**config.mk**
```make
export PLATFORM = sky130hd
export DESIGN_NAME = bpd_ram
export DESIGN_NICKNAME = d
export VERILOG_FILES = /design/src/bpd_ram.sv
export SDC_FILE = /design/constraint.sdc
export NUM_CORES = 2
export LEC_CHECK = 0
export BUFFER_PORTS_ARGS = -buffer_cell sky130_fd_sc_hd__buf_2
export CAP_MARGIN = 20
export CORE_MARGIN = 3
export CORE_UTILIZATION = 40
export DETAILED_ROUTE_END_ITERATION = 7
export SKIP_LAST_GASP = 1
export SLEW_MARGIN = 30
export SYNTH_ARGS = -nofsm -noshare
export SYNTH_HDL_FRONTEND = slang
export SYNTH_SLANG_ARGS = --single-unit
```
**constraint.sdc**
```tcl
create_clock -name clk_i -period 2.7 [get_ports clk_i]
set_input_delay 0.135 -clock clk_i [delete_from_list [all_inputs] [get_ports clk_i]]
set_output_delay 0.135 -clock clk_i [all_outputs]
set_load 0.005 [all_outputs]
```
**src/bpd_ram.sv**
```systemverilog
`default_nettype none

module bpd_ram #(
  parameter int unsigned WIDTH = 8,
  parameter int unsigned DEPTH = 256
) (
  input  wire logic                                          clk_i,
  input  wire logic                                          en_i,
  input  wire logic                                          we_i,
  input  wire logic [((DEPTH > 1) ? $clog2(DEPTH) : 1)-1:0] addr_i,
  input  wire logic [WIDTH-1:0]                              wdata_i,
  output      logic [WIDTH-1:0]                              rdata_o
);

  logic [WIDTH-1:0] mem_q [DEPTH];
  logic [WIDTH-1:0] rdata_q;

  // Single port: write, or registered read
  always_ff @(posedge clk_i) begin
    if (en_i) begin
      if (we_i) begin
        mem_q[addr_i] <= wdata_i;
      end else begin
        rdata_q <= mem_q[addr_i];
      end
    end
  end

  assign rdata_o = rdata_q;

endmodule

`default_nettype wire

```
==> results.toml <==
[outcome]
status = "finished with violations"
violations = "setup timing"

[yosys]
synth_cell_types = 21
synthTopCellsByArea = "edfxtp_1, mux4_2, a22oi_1"
synth_nets = 3545
syn_inst = 3526
synth_flop_cell = "edfxtp_1"
ys_seq_elements = 2056
yosysWarnings = 0
avgSynthCellArea_um2 = 22.23
synth_edf_count = 2056
ys_seq_area_frac = 0.7877
synth_top_area_frac = 0.7877
synth_top_cell_by_area = "edfxtp_1"
netlist_area_mm2 = 0.07838
async_reset_ff_frac = 0

[global_route]
grt_overflow = 0
antenna_found_initial = 5
met3_usage = 0.03482
grt_pass1_vias = 39699
grt_busiest_layer = "met2"
grt_pass1_wl_mm = 282.9
track_usage = 0.1922
grt_use_met1 = 0.2598
use_met2 = 0.3207
grt_max_degree = 104

[setup_path]
r2r_start = "mem_q[99][1]$_DFFE_PP_"
crit_chain = "mux4_2 -> a22oi_1 -> a21oi_1 -> o41ai_1 -> buf_4 -> nand4_1"
critPathKind = "flip-flop to flip-flop"
crit_slowest_cell = "o41ai_1"
r2r_setup_slack_ns = -0.02
regToRegEndpoint = "rdata_o[1]$_DFFE_PP_"
arrival_ns = 3.28
slowest_delay_ns = 0.74
r2r_cells = 6
crit_required_ns = 3.27
crit_fanout = 1
endpoint_kind = "flip-flop"
cp-start-kind = "flip-flop"
crit_start = "mem_q[99][1]$_DFFE_PP_"

[routing]
dr.pass1.iters = 5
dr.first_iter.drc_count = 3880
vias = 38429
avgRoutedWirePerCell_um = 28.25
drtAntennaViolNets = 0
drcViolationCount = 0
wl_mm = 194.3
vias_per_cell = 5.587

[sta]
fin_crit_sh = 1.006
grt_setup_unrepaired = "false"
slew_headroom = 0.4413
setup_viol = 1
skew_ns = 0.02698
maxSlewViolCount = 0
fin_ws_ns = -0.01700
post-route-min-period_ns = 2.717
worst_pin_slew_ns = 0.8273
hold_viol = 0
max_freq_mhz = 368.1

[cells_and_area]
layout.nets = 4127
multi_input_area_mm2 = 0.01578
drive_gt1_frac = 0.3326
final_common_cell = "edfxtp_1"
fill_cells = 15710
final_cell_mix = "edfxtp_1, mux4_2, buf_4"
final_core_util = 0.4791
regArea_mm2 = 0.06174
finalNonFillerCells = 6878
syn_to_final_growth_pct = 18.33

[clock_tree]
ctsLongestPathBuffers = 3
postCtsSetupBuffers = 0
cts_buffers = 202
insertion_delay_ns = 0.83
clk_pin_slew_ns = 0.06
clock-sinks = 2056
cts_tree = "done"
htree_levels = 4
cts_root_buffer = "clkbuf_16"

[placement]
dp_hpwl_mm = 121.2
pre_cts_ws_ns = -0.7373
place_inst = 6502
gp_congestion = 0.8223
port_buffers = 26

[worst_hold_path]
hold_path_class = "input port to flip-flop"
min_to = "rdata_o[3]$_DFFE_PP_"
min-delay-start = "addr_i[7]"
worstHoldPathCells = 5

[power_and_ir_drop]
vdd.ir_drop.worst_mv = 0.6888
p_per_area_mw_per_mm2 = 706.9
power_mw = 65.56
leakage_nw = 29.20

[floorplanning]
core-area_mm2 = 0.1936
die-area_mm2 = 0.2013
rows = 161
die_x_um = 448.7
die_h_um = 448.7
start_util = 0.4049
io-pin-count = 27

[job]
cap_violations = 0
cell type report:
cell class                 instances  share of cell area
clock inverter                   123             0.01198
multi-input combinational       1245              0.1701
clock buffer                     242             0.05681
antenna                            1          0.00002698
sequential                      2056              0.6657
tap                             2608             0.03519
timing repair buffer             603             0.06016
registers in the layout, summed over array words and instances (netlist names):
name	cells
rdata_o	8
mem_q	2048
cell usage after synthesis (8+ instances only):
library cell and number:
nor2_1 259, buf_1 21, nand4_1 8, a22oi_1 256
a21oi_1 128, buf_4 11, mux4_2 512, buf_2 41
buf_6 9, nand2_1 30, edfxtp_1 2056, clkbuf_1 143
o41ai_1 32
routing by layer:
layer  routed length [µm]  vias up
met2                97660     1433
met5                    0        -
li1                     -    16157
met1                78030    20544
met4                 5227        0
met3                13400      295
where the power goes:
part	switching, mW	internal [mW]	total [mW]	leakage (nW)
Clock	11.8	15.4	27.2	3.11
Combinational	1.91	1.26	3.18	7.61
Sequential	0.0198	35.2	35.2	18.5
critical path, delay by kind of cell, from the launching register on:
family,cells,cell delay (ns)
flops,1,0.37
buf+inv,1,0.23
compound gates,3,1.23
mux,1,0.54
simple gates,1,0.10
worst max path at each step:
stage / endpoint / slack (ns) / depth (start not counted)
finish: rdata_o[1]$_DFFE_PP_ / -0.02 / 6
global route: rdata_o[1]$_DFFE_PP_ / 0.02 / 6
floorplan: mem_q[117][0]$_DFFE_PP_ / 0.27 / 8
CTS: rdata_o[2]$_DFFE_PP_ / 0.005 / 6
detailed placement: rdata_o[4]$_DFFE_PP_ / -0.74 / 9
global placement: rdata_o[2]$_DFFE_PP_ / -0.73 / 9
kinds of logic (layout without fill, tap and decap cells):
family,count (synthesis),in the layout,share of synthesized area
AOI/OAI and AO/OA,416,416,0.03627
buffers and inverters,225,968,0.01282
DFF,2056,2056,0.7877
muxes,512,512,0.1471
other,0,1,0
and+or+nand+nor,317,317,0.01606
repair_timing:
action | 4_1_cts | 5_1_grt
hold buffers | 10 | 0
resized for setup | 4 | 2
hold endpoints to repair | 765 | 0
setup endpoints to repair | 3 | 2
metrics by stage:
step                setup TNS, ns  hold WS, ns  instance area, µm²
finish                   -0.01700       0.1373               92740
global route                    0       0.1215               92740
CTS                             0      0.06719               92720
detailed placement         -7.066       0.5252               86210
global placement           -5.037       0.5185               86190
floorplan                       0       0.2339               78380
Note: power is estimated with default switching activity, not from simulation.
