`config.mk`:
```
export PLATFORM = sky130hd
export DESIGN_NAME = bpd_ctrl
export DESIGN_NICKNAME = d
export VERILOG_FILES = /design/src/bpd_pkg.sv /design/src/bpd_ctrl.sv
export SDC_FILE = /design/constraint.sdc
export NUM_CORES = 1
export LEC_CHECK = 0
export BUFFER_PORTS_ARGS = -buffer_cell sky130_fd_sc_hd__buf_2
export CAP_MARGIN = 20
export CORE_MARGIN = 2
export CORE_UTILIZATION = 64
export CTS_CLUSTER_DIAMETER = 60
export CTS_CLUSTER_SIZE = 16
export DETAILED_ROUTE_END_ITERATION = 8
export GPL_TIMING_DRIVEN = 0
export PLACE_DENSITY = 0.95
export RECOVER_POWER = 100
export SKIP_LAST_GASP = 1
export SLEW_MARGIN = 0
export SYNTH_ARGS = -nofsm -noshare
export SYNTH_HDL_FRONTEND = slang
export SYNTH_SLANG_ARGS = --single-unit
```
`constraint.sdc`:
```
create_clock -name clk_i -period 7.3 [get_ports clk_i]
set_input_delay 0.365 -clock clk_i [delete_from_list [all_inputs] [get_ports clk_i]]
set_output_delay 0.365 -clock clk_i [all_outputs]
set_load 0.02 [all_outputs]
```
`src/bpd_pkg.sv`:
```
`default_nettype none

package bpd_pkg;

  // Operation codes carried on the request channel
  typedef enum logic [2:0] {
    OP_PUSH_HEAD  = 3'd0,
    OP_PUSH_TAIL  = 3'd1,
    OP_POP_HEAD   = 3'd2,
    OP_POP_TAIL   = 3'd3,
    OP_READ_HEAD  = 3'd4,
    OP_READ_TAIL  = 3'd5,
    OP_READ_INDEX = 3'd6,
    OP_SET_SYMBOL = 3'd7
  } opcode_e;

  // Result status codes
  typedef enum logic [1:0] {
    ST_OK    = 2'd0,
    ST_FULL  = 2'd1,
    ST_EMPTY = 2'd2
  } status_e;

  localparam int unsigned CoordW  = 8;
  localparam int unsigned SymbolW = 8;
  localparam int unsigned SlotW   = 8;
  localparam int unsigned CountW  = 9;

  // Entry store access for one operation
  typedef struct packed {
    logic xy_we;
    logic sym_we;
    logic rd_en;
  } mem_cmd_t;

  // Result information that travels beside the store read
  typedef struct packed {
    logic                do_read;
    status_e             status;
    logic [CountW-1:0]   count;
  } meta_t;

endpackage

`default_nettype wire

```
`src/bpd_ctrl.sv`:
```
`default_nettype none

module bpd_ctrl #(
  parameter int unsigned CAPACITY = 256
) (
  input  wire logic                             clk_i,
  input  wire logic                             rst_ni,
  input  wire logic                             accept_i,
  input  wire logic [2:0]                       opcode_i,
  input  wire logic [bpd_pkg::SlotW-1:0]        slot_i,
  output      bpd_pkg::mem_cmd_t                cmd_o,
  output      logic [$clog2(CAPACITY)-1:0]      addr_o,
  output      bpd_pkg::meta_t                   meta_o
);

  localparam int unsigned PtrW = $clog2(CAPACITY);
  localparam int unsigned CntW = $clog2(CAPACITY + 1);
  localparam int unsigned SumW = ((PtrW > bpd_pkg::SlotW) ? PtrW : bpd_pkg::SlotW) + 1;
  localparam logic [SumW-1:0] CapSum = SumW'(CAPACITY);
  localparam logic [CntW-1:0] CapCnt = CntW'(CAPACITY);
  localparam logic [PtrW-1:0] LastPtr = PtrW'(CAPACITY - 1);

  logic [PtrW-1:0] head_q, head_d;
  logic [CntW-1:0] occ_q, occ_d;

  logic [SumW-1:0] lidx;
  logic [SumW-1:0] ring_sum;
  logic [SumW-1:0] ring_wrap;
  logic [PtrW-1:0] ring_addr;
  logic [PtrW-1:0] head_dec;
  logic [PtrW-1:0] head_inc;
  logic            is_full;
  logic            is_empty;
  logic            in_range;
  bpd_pkg::opcode_e op;

  assign op       = bpd_pkg::opcode_e'(opcode_i);
  assign is_full  = (occ_q == CapCnt);
  assign is_empty = (occ_q == '0);

  // Logical index from the head for this operation
  always_comb begin
    case (op)
      bpd_pkg::OP_PUSH_TAIL: lidx = SumW'(occ_q);
      bpd_pkg::OP_READ_HEAD: lidx = '0;
      bpd_pkg::OP_READ_TAIL: lidx = is_empty ? '0 : SumW'(occ_q - CntW'(1));
      default:               lidx = SumW'(slot_i);
    endcase
  end

  // Ring position: one add and one compare-subtract
  assign ring_sum  = SumW'(head_q) + lidx;
  assign ring_wrap = (ring_sum >= CapSum) ? (ring_sum - CapSum) : ring_sum;
  assign ring_addr = ring_wrap[PtrW-1:0];
  assign in_range  = (lidx < SumW'(occ_q));

  assign head_dec = (head_q == '0) ? LastPtr : (head_q - PtrW'(1));
  assign head_inc = (head_q == LastPtr) ? '0 : (head_q + PtrW'(1));

  // Operation decode
  always_comb begin
    head_d         = head_q;
    occ_d          = occ_q;
    cmd_o          = '0;
    addr_o         = ring_addr;
    meta_o.do_read = 1'b0;
    meta_o.status  = bpd_pkg::ST_OK;
    unique case (op) inside
      bpd_pkg::OP_PUSH_HEAD: begin
        addr_o = head_dec;
        if (is_full) begin
          meta_o.status = bpd_pkg::ST_FULL;
        end else begin
          head_d       = head_dec;
          occ_d        = occ_q + CntW'(1);
          cmd_o.xy_we  = 1'b1;
          cmd_o.sym_we = 1'b1;
        end
      end
      bpd_pkg::OP_PUSH_TAIL: begin
        if (is_full) begin
          meta_o.status = bpd_pkg::ST_FULL;
        end else begin
          occ_d        = occ_q + CntW'(1);
          cmd_o.xy_we  = 1'b1;
          cmd_o.sym_we = 1'b1;
        end
      end
      bpd_pkg::OP_POP_HEAD: begin
        if (is_empty) begin
          meta_o.status = bpd_pkg::ST_EMPTY;
        end else begin
          head_d = head_inc;
          occ_d  = occ_q - CntW'(1);
        end
      end
      bpd_pkg::OP_POP_TAIL: begin
        if (is_empty) begin
          meta_o.status = bpd_pkg::ST_EMPTY;
        end else begin
          occ_d = occ_q - CntW'(1);
        end
      end
      bpd_pkg::OP_READ_HEAD, bpd_pkg::OP_READ_TAIL, bpd_pkg::OP_READ_INDEX: begin
        if (in_range) begin
          cmd_o.rd_en    = 1'b1;
          meta_o.do_read = 1'b1;
        end else begin
          meta_o.status = bpd_pkg::ST_EMPTY;
        end
      end
      bpd_pkg::OP_SET_SYMBOL: begin
        if (in_range) begin
          cmd_o.sym_we = 1'b1;
        end else begin
          meta_o.status = bpd_pkg::ST_EMPTY;
        end
      end
      default: begin
        meta_o.status = bpd_pkg::ST_OK;
      end
    endcase
    meta_o.count = bpd_pkg::CountW'(occ_d);
  end

  // Head pointer and occupancy, updated per transfer
  always_ff @(posedge clk_i or negedge rst_ni) begin
    if (!rst_ni) begin
      head_q <= '0;
      occ_q  <= '0;
    end else if (accept_i) begin
      head_q <= head_d;
      occ_q  <= occ_d;
    end
  end

`ifndef SYNTH
  a_occ_bound: assert property (@(posedge clk_i) disable iff (!rst_ni)
    occ_q <= CapCnt)
    else $error("occupancy above capacity");

  a_head_bound: assert property (@(posedge clk_i) disable iff (!rst_ni)
    head_q <= LastPtr)
    else $error("head pointer outside ring");

  a_no_store_write_on_read: assert property (@(posedge clk_i) disable iff (!rst_ni)
    cmd_o.rd_en |-> !cmd_o.xy_we && !cmd_o.sym_we)
    else $error("store read and write in one operation");
`endif

endmodule

`default_nettype wire

```
==> out/metrics.csv <==
stage;metric;value;unit
run_status;status;finished, violations left;
run_status;violations;max-capacitance violations, max-slew violations;
routing;drt-vias-per-instance;7.13;
floorplan;dieArea;4900;um^2
cells_and_area;layout-drive-gt1-share;0.0635;
setup_path;rrSetupSlack;3.28;ns
pwr;p_leak;0.00124;uW
synth;syn_nets;424;
sta;worst_pin_slew;1.53;ns
place;place.detailed.hpwl;6790;um
sta;drv_slew;9;
sta;skew;0.00343;ns
cells_and_area;fillCellCount;391;
cells_and_area;area_delta_synth_final;8.03;%
synth;synth_most_common_cell;a21oi_1;
synth;ys_seq_elements;17;
pwr;max-vdd-ir-drop;254;uV
place;io_buffers;34;
clocking;cts_tree;done;
clocking;cts_htree_levels;1;
setup_path;cp-end-kind;output pin;
synth;syn-cell-area;2790;um^2
synth;yosys_warnings;0;
grt;grt_max_degree;18;
setup_path;crit_fanout;10;
cells_and_area;fin_nets;463;
setup_path;worst_setup_path_start_kind;flip-flop;
sta;max_freq;185;MHz
routing;wire_per_inst;19.0;um
routing;drtPass1Iterations;7;
synth;synth_top_area_cell;dfrtp_1;
synth;synth.top_cells.by_area;dfrtp_1 (15%), ha_1 (9.9%), a21oi_1 (6.6%), o21ai_0 (5.9%), nor2_1 (4.6%);
clocking;hold_buffers;0;
hold_path;min_path_type;input pin to async pin;
clocking;clock_path_buffers;2;
routing;drt_wl_total;9060;um
routing;drt-initial-drc-count;607;
floorplan;pin_count;37;
synth;synth_edf_count;0;
floorplan;start_util;0.654;
synth;synth_top_area_share;0.153;
clocking;cts_resized;0;
synth;synth_cell_types;66;
sta;rsz0062_at_grt;no;
sta;layout_min_cycle_time;5.42;ns
synth;syn_inst;387;
sta;setup_tns;0;ns
clocking;cts_root_buf;clkbuf_8;
routing;drc;0;
place;place_ws;2.65;ns
pwr;power;1010;uW
clocking;cts_setup_buffers;0;
setup_path;cp.required;6.93;ns
floorplan;die_h;70.0;um
place;gp_congestion;1.03;
sta;hold_viol_final;0;
floorplan;fp.dieW;70.0;um
sta;slew_headroom;-0.0342;
grt;grt_pass1_vias;3061;
synth;ys_seq_area_frac;0.153;
sta;setup_violations;0;
grt;grt_pass1_wl;14800;um
cells_and_area;num_antenna_cells;0;
clocking;clk_pin_slew;0.07;ns
clocking;clkLatencyLatePin;0.26;ns
floorplan;core_area;4260;um^2
clocking;clock-sinks;17;
setup_path;cp.arrival;5.05;ns
sta;period_share;0.742;
grt;grt.overflow.total;0;
clocking;cts_made_buffers;3;
grt;antenna_found_initial;0;
floorplan;rows;24;
synth;syn_avg_cell_area;7.21;um^2
setup_path;rr_worst_depth;9;
sta;setup_ws;1.88;ns
synth;synth_commonest_cells;a21oi_1 (37), nor2_1 (34), o21ai_0 (33);
synth;synthArstFlopShare;1.00;
run;cap_violations;1;
routing;dr_total_vias;3403;
setup_path;critical_path_class;flip-flop to output pin;
routing;postRouteAntennaNets;0;
pwr;powerDensity;335;nW/um^2
grt;grt_usage;0.373;
synth;synth_flop_cell;dfrtp_1;
cells by family (layout without fill, tap and decap cells):
| group | count (synthesis) | in the layout | synth area share |
|---|---|---|---|
| adders and majority gates | 23 | 23 | 0.106 |
| buffers and inverters | 50 | 88 | 0.0767 |
| AOI/OAI and AO/OA | 157 | 157 | 0.377 |
| muxes | 4 | 4 | 0.0144 |
| xor gates and xnor gates | 9 | 9 | 0.0332 |
| DFF | 17 | 17 | 0.153 |
| and+or+nand+nor | 127 | 127 | 0.240 |
final timing paths:
kind,startpoint,to
max in group asynchronous,rst_ni,head_q[5]$_DFFE_PN0P_
worst min register to register,head_q[7]$_DFFE_PN0P_,head_q[0]$_DFFE_PN0P_
worst max-delay path,occ_q[0]$_DFFE_PN0P_,addr_o[6]
worst max register to register,occ_q[0]$_DFFE_PN0P_,head_q[6]$_DFFE_PN0P_
min in group clk_i,accept_i,occ_q[1]$_DFFE_PN0P_
worst min-delay path,rst_ni,occ_q[4]$_DFFE_PN0P_
metal layers:
layer,vias up,part of all wire,GRT usage
met5,-,0,0
met4,0,0.038,0.154
met3,47,0.13,0.0635
met2,276,0.43,0.551
met1,1539,0.41,0.536
li1,1541,-,-
registers in the layout (all words and copies together), names as in the netlist:
name / cells
occ_q: 9
head_q: 8
worst max-delay path, cell delays in order, from the launching register on:
cell and delay (ns):
dfrtp_1 0.46, clkbuf_1 0.30, inv_1 0.19, ha_1 0.23, or4b_1 0.44, clkbuf_1 0.25, nor3_1 0.37, inv_1 0.11
ha_1 0.22, a22oi_1 0.15, o21ai_0 0.14, ha_1 0.27, fa_1 0.42, a21o_1 0.18, a21oi_1 0.25, o21bai_1 0.13
o41a_1 0.32, o211ai_1 0.09, clkbuf_1 0.26
stage by stage:
step	instance area, um^2	util	hold slack (ns)	std cells
2_1_floorplan	2790	-	0.0694	387
3_3_place_gp	3020	0.709	0.320	473
3_5_place_dp	3020	0.709	0.323	473
4_1_cts	3070	0.720	0.0375	477
5_1_grt	3010	0.707	0.353	477
6_report	3010	0.707	0.258	477
final cells by class:
class	instances	area (um^2)	share of cell area
flip-flops and latches	17	425	0.141
well taps	52	65.1	0.0216
repair buffers	34	140	0.0465
inverters	21	78.8	0.0262
multi-input cells	320	2130	0.706
plain buffers	29	130	0.0432
clock buffers	3	41.3	0.0137
clock inverters	1	5.00	0.00166
cells in the final DEF, fill, tap and decap left out, types with 3 or more instances in the layout:
master,n
a211oi_1,3
a21o_1,6
a21oi_1,37
a31oi_1,17
and2_1,3
and3_1,6
buf_2,12
clkbuf_1,48
clkbuf_8,3
dfrtp_1,17
ha_1,22
inv_1,20
mux2i_1,4
nand2_1,21
nand2b_1,3
nand3_1,13
nand4_1,4
nor2_1,34
nor2b_1,10
nor3_1,11
nor3b_1,4
nor4_1,5
o21a_1,10
o21ai_0,37
o21ai_1,5
o21bai_1,3
o221ai_1,3
o22a_1,3
o31ai_1,4
o41a_1,3
or3_1,3
xnor2_1,6
where the power goes:
group | switching [uW] | internal (uW) | leakage (uW)
clock network | 38.1 | 38.1 | 0.0000255
registers | 48.4 | 128 | 0.000194
logic | 489 | 267 | 0.00102
No activity file was read; power rests on OpenSTA's default activity.
